--- src/rtl/core/dra_pkg.sv ---
// ----------------------------------------------------------------------------
// Disk and ring raster package
// Sizes, codes, request types and the divide-by-255 helper of the drawing block.
// ----------------------------------------------------------------------------
package dra_pkg;

	localparam int MAX_WIDTH  = 128;
	localparam int MAX_HEIGHT = 128;
	localparam int MAX_RADIUS = 63;

	localparam int X_W     = $clog2(MAX_WIDTH);
	localparam int Y_W     = $clog2(MAX_HEIGHT);
	localparam int ADDR_W  = X_W + Y_W;
	localparam int DEPTH   = MAX_WIDTH * MAX_HEIGHT;
	localparam int RAD_W   = 6;
	localparam int OFF_W   = RAD_W + 1;
	localparam int COORD_W = 10;
	localparam int SQ_W    = 2 * RAD_W;
	localparam int DIST_W  = SQ_W + 1;
	localparam int CNT_W   = 14;
	localparam int CNT_MAX = 16383;

	typedef logic [ADDR_W-1:0] addr_t;
	typedef logic [31:0] pixel_t;

	typedef enum logic [1:0] {
		CMD_FILL  = 2'd0,
		CMD_RING  = 2'd1,
		CMD_READ  = 2'd2,
		CMD_CLEAR = 2'd3
	} cmd_t;

	typedef enum logic {
		REG_WIDTH  = 1'b0,
		REG_HEIGHT = 1'b1
	} reg_t;

	typedef enum logic [5:0] {
		ST_INIT  = 6'b000001,
		ST_IDLE  = 6'b000010,
		ST_DRAW  = 6'b000100,
		ST_CLEAR = 6'b001000,
		ST_READ  = 6'b010000,
		ST_DONE  = 6'b100000
	} state_t;

	typedef struct packed {
		logic [7:0] a;
		logic [7:0] r;
		logic [7:0] g;
		logic [7:0] b;
	} color_t;

	typedef struct packed {
		logic   valid;
		addr_t  addr;
		pixel_t dst;
	} blend_req_t;

	typedef struct packed {
		logic   en;
		addr_t  addr;
		pixel_t data;
	} wr_req_t;

	// Exact floor(v / 255) for every value up to 255 * 255, which covers any
	// blend sum.
	function automatic logic [7:0] div255(input logic [15:0] v);
		logic [16:0] t;
		t = {1'b0, v} + 17'(v[15:8]) + 17'd1;
		return t[15:8];
	endfunction

endpackage

--- src/rtl/core/dra_blend.sv ---
// ----------------------------------------------------------------------------
// Source-over blend unit
// Multiplies the stored pixel against the source colour, then divides by 255.
// ----------------------------------------------------------------------------
module dra_blend (
	input  logic               clk,
	input  logic               arst_n,
	input  dra_pkg::blend_req_t req,
	input  dra_pkg::color_t     src,
	output dra_pkg::wr_req_t    wr
);

	logic [7:0]        inv;
	logic              v_s3;
	dra_pkg::addr_t    addr_s3;
	logic [15:0]       sa_s3;
	logic [15:0]       sr_s3;
	logic [15:0]       sg_s3;
	logic [15:0]       sb_s3;

	assign inv = 8'd255 - src.a;

	always_ff @(posedge clk or negedge arst_n) begin
		if (!arst_n) begin
			v_s3 <= 1'b0;
		end else begin
			v_s3 <= req.valid;
		end
	end

	// Products and sums of each channel; the division follows after the register.
	always_ff @(posedge clk) begin
		addr_s3 <= req.addr;
		sa_s3   <= 16'(req.dst[31:24]) * 16'(inv);
		sr_s3   <= 16'(src.r) * 16'(src.a) + 16'(req.dst[23:16]) * 16'(inv);
		sg_s3   <= 16'(src.g) * 16'(src.a) + 16'(req.dst[15:8]) * 16'(inv);
		sb_s3   <= 16'(src.b) * 16'(src.a) + 16'(req.dst[7:0]) * 16'(inv);
	end

	assign wr.en   = v_s3;
	assign wr.addr = addr_s3;
	assign wr.data = {src.a + dra_pkg::div255(sa_s3), dra_pkg::div255(sr_s3),
		dra_pkg::div255(sg_s3), dra_pkg::div255(sb_s3)};

endmodule

--- config.mk ---
export PLATFORM = sky130hd
export DESIGN_NAME = dra_blend
export DESIGN_NICKNAME = d
export VERILOG_FILES = /design/src/rtl/core/dra_pkg.sv /design/src/rtl/core/dra_blend.sv
export SDC_FILE = /design/constraint.sdc
export NUM_CORES = 1
export LEC_CHECK = 0
export ABC_CLOCK_PERIOD_IN_PS = 4260
export BUFFER_PORTS_ARGS = -buffer_cell sky130_fd_sc_hd__buf_2
export CORE_MARGIN = 5
export CORE_UTILIZATION = 55
export CTS_CLUSTER_SIZE = 20
export DETAILED_ROUTE_END_ITERATION = 8
export PLACE_DENSITY = 0.74
export SKIP_LAST_GASP = 1
export SYNTH_ARGS = -nofsm -noshare
export SYNTH_HDL_FRONTEND = slang
export SYNTH_SLANG_ARGS = --single-unit
--- constraint.sdc ---
create_clock -name clk -period 4.26 [get_ports clk]
set_input_delay 0 -clock clk [delete_from_list [all_inputs] [get_ports clk]]
set_output_delay 0 -clock clk [all_outputs]
set_load 0.01 [all_outputs]
# Word-level counts from Yosys, hierarchy flattened
# Cells that the tools add are included.
# W data, S select, Z words.
# totals
reg_bits	79
inputBits	81
output_inout_bits	47
wordCells	26
# classes
n_addsub	13
n_mul	7
# ops
operator	n
$mul A8 B8 Y16	7
$add A16 B1 Y16 const B	4
$add A16 B8 Y16	4
$add A16 B16 Y16	3
$add A8 B8 Y8	1
$sub A8 B8 Y8 const A	1

# Depth between registers and ports, before layout
# logic_depth
depth_word	3
depth_mapped	23
ltp_nobuf	20

# Least setup slack after synthesis
# Ideal clock, no wire load.
# synth_path
path_kind	input to register
from	in src[26] (netlist bit)
to	reg sr_s3[15]
setup_time_ns	0.120
arrival_time_ns	5.153
required_ns	4.140
setup_slack_ns	-1.014
stages	20
n_path_buf	2
cell_sequence	clkbuf_1 > clkbuf_1 > nor2b_1 > fa_1 > inv_1 > fa_1 > inv_1 > fa_1 > fa_1 > fa_1 > inv_1 > fa_1 > inv_1 > ha_1 > a2111oi_0 > o21ai_0 > a41oi_1 > o21ai_0 > a21oi_1 > xnor2_1
# synth_between
elab_chain_cells	3
elab_cells_between_ends	4
classes_between	add/sub: 2; mul: 2
# synth_lines
element	line	rtl
from (decl)	dra_blend.sv:9	input dra_pkg::color_t src,
$sub A8 B8 Y8	dra_blend.sv:21	assign inv = 8'd255 - src.a;
$mul A8 B8 Y16	dra_blend.sv:35	sr_s3 <= 16'(src.r) * 16'(src.a) + 16'(req.dst[23:16]) * 16'(inv);
$add A16 B16 Y16 (*)	dra_blend.sv:35	
to (signal assigned)	dra_blend.sv:35	
to (decl)	dra_blend.sv:17	logic [15:0] sr_s3;
# Every way passes the cells marked *; elsewhere a longest branch is shown, timed or not.

# Worst setup path after layout
# layout_path
from	in req[6] (netlist bit)
to	reg sb_s3[13]
# layout_between
elab_chain_cells	2
# layout_lines
element	line	rtl
from (decl)	dra_blend.sv:8	input dra_pkg::blend_req_t req,
$mul A8 B8 Y16	dra_blend.sv:37	sb_s3 <= 16'(src.b) * 16'(src.a) + 16'(req.dst[7:0]) * 16'(inv);
$add A16 B16 Y16	dra_blend.sv:37	
to (signal assigned)	dra_blend.sv:37	
to (decl)	dra_blend.sv:19	logic [15:0] sb_s3;
# No other way between the ends.

==> reports/metrics.cfg <==
[synth]
syn_area_um2=18100
synth_cell_types=55
syn_inst=1949
yosysTopAreaCellShare=0.360
synth_flop_cell=dfxtp_1
yosys.area.top_type=fa_1
synthArstFlopShare=0.0127
synth-edff-count=0
ys_seq_elements=79
ys_seq_area_frac=0.0877
ys.warnings.count=0
ys_top_cells_by_area=fa_1 (36%), ha_1 (18%), inv_1 (9.3%), dfxtp_1 (8.6%), nor2b_1 (5.8%)
avgSynthCellArea_um2=9.28

[sta]
fmax_ghz=0.216
setup_slack_ps=-373
hold_violations=0
rsz0062_at_grt=yes
slew_viol_final=0
min_period_ps=4630
setup_viol=19
slew_headroom=0.473
tightestPinTransition_ps=785
period_share=1.09
finalSetupTns_ps=-3830

[drt]
viasPerCell=5.20
ant_nets=0
drtIter0Drc=639
route.detailed.drc=0
firstDrtPassIters=5
drt-total-wl_um=46000
routed-via-count=14300
wl_per_cell_um=16.7

[power]
p_total_w=0.0208
p_leak_nw=11.8
vdd_ir_drop_max_mv=1.05
power.density_nw_per_um2=915

[grt]
grt_use_total=0.250
gr-total-overflow=0
grt_pass1_vias=15800
antenna_found_initial=0
grt_max_degree=16
grt_pass1_wl_um=73600

[floorplanning]
ios=128
die_h_um=191
core_area_um2=32500
start_util=0.556
rows=66
die_w_um=191
dieArea_um2=36600

[clock_network]
root_buffer=clkbuf_16
cts.sinks=79
htreeDepth=3
clk_pin_slew_worst_paths_ps=70
clk_path_buf_depth=2
numCtsBuffers=9
tritoncts=done

[setup_path]
cp-start-kind=input port
critical_path_class=in -> reg
cp_max_fo=4
critPathCaptureType=register
required_ps=4560
arrival_ps=4940

[layout]
area_growth_pct=26.1
final_common_cell=inv_1
antenna_cells=0
nets=2962
drive_gt1_frac=0.236
final_cell_mix=inv_1 (428), fa_1 (305), ha_1 (236), buf_4 (209), nor2b_1 (150)
utilization=0.701

[hold_path]
min_path_type=in -> reg

[status]
failed_checks=negative setup slack
status=complete, but fails checks

[place]
place_congestion=0.902
portBuffers=127
dp.final_hpwl_um=35300

[run]
cap_violations=0

## report_power, final
part	total (W)	switching (W)	internal [W]
sequential	0.00148	0.000248	0.00123
combinational	0.0185	0.00902	0.00950
clock	0.000854	0.000374	0.000480
## sequential cells by signal (all words and copies together) (netlist names)
name	flops
addr_s3	14
sa_s3	16
sb_s3	16
sg_s3	16
sr_s3	16
v_s3	1
## what timing repair did
action / in CTS / in global routing
hold buffers: 18 / 0
cloned: 5 / 6
hold endpoints to repair: 17 / 0
buffers inserted: 18 / 15
gates resized for setup: 96 / 80
pin swaps: 32 / 49
setup endpoints to repair: 25 / 26
## stage by stage
| step | instances | instance area [um2] | hold WS, ps | setup WS (ps) |
|---|---|---|---|---|
| 6_report | 2746 | 22800 | 15.9 | -373 |
| 5_1_grt | 2746 | 22800 | 21.3 | -494 |
| 4_1_cts | 2725 | 22200 | 7.61 | -315 |
| 3_5_place_dp | 2669 | 21100 | -224 | -943 |
| 3_3_place_gp | 2669 | 21100 | -226 | -842 |
| 2_1_floorplan | 1951 | 18800 | -296 | -665 |
## synth_stat cells (4+ instances only)
library cell / count
inv_1: 448
fa_1: 325
ha_1: 257
nor2b_1: 167
nand2_1: 111
and2_1: 104
nand2b_1: 92
dfxtp_1: 78
xnor2_1: 76
clkbuf_1: 49
a21oi_1: 40
o21ai_0: 31
a21o_1: 21
nand3_1: 21
nor2_1: 20
xor2_1: 18
a211oi_1: 10
o21a_1: 9
and3_1: 8
nand4_1: 7
o21bai_1: 7
nor3_1: 6
o211ai_1: 4
## logic make-up after synthesis
family,Yosys count,share of synthesized area
other cells,1,0.000207
compound gates,144,0.0527
simple gates,548,0.171
xor+xnor,94,0.0455
fa+ha+maj,582,0.538
flops,79,0.0877
mux,3,0.00187
buf+inv,498,0.104
## layout make-up
cell class,count,area [um2]
clock buffers,10,239
clock inverters,6,75.1
fillers,2426,9740
inverters,448,1680
multi-input cells,1374,15400
flip-flops and latches,79,1590
well taps,442,553
repair buffers,387,3230
## critical path, cell delays in order
cell     delay [ps]
buf_2           120
nor2b_2         160
fa_1            510
fa_1            540
fa_1            460
fa_1            510
fa_1            540
inv_2            60
fa_1            490
inv_2            50
ha_4            140
or4_4           540
o22ai_4         160
o21ai_4          90
or4b_1          480
nand3_1          90
## worst paths after layout
check	start	slack (ps)	endpoint	cells past startpoint
max	req[6]	-370	sb_s3[13]$_DFF_P_	16
min in group asynchronous	arst_n	470	v_s3$_DFF_PN0_	3
min	req[24]	20	sa_s3[0]$_DFF_P_	2
max in group asynchronous	arst_n	3690	v_s3$_DFF_PN0_	3
## metal layers
layer / up-vias / GRT usage / part of all wire
met5: - / 0 / 0
met3: 125 / 0.0471 / 0.058
li1: 6606 / - / -
met1: 7137 / 0.298 / 0.39
met2: 407 / 0.451 / 0.52
met4: 0 / 0.0873 / 0.032
No activity file was read; power rests on OpenSTA's default activity.
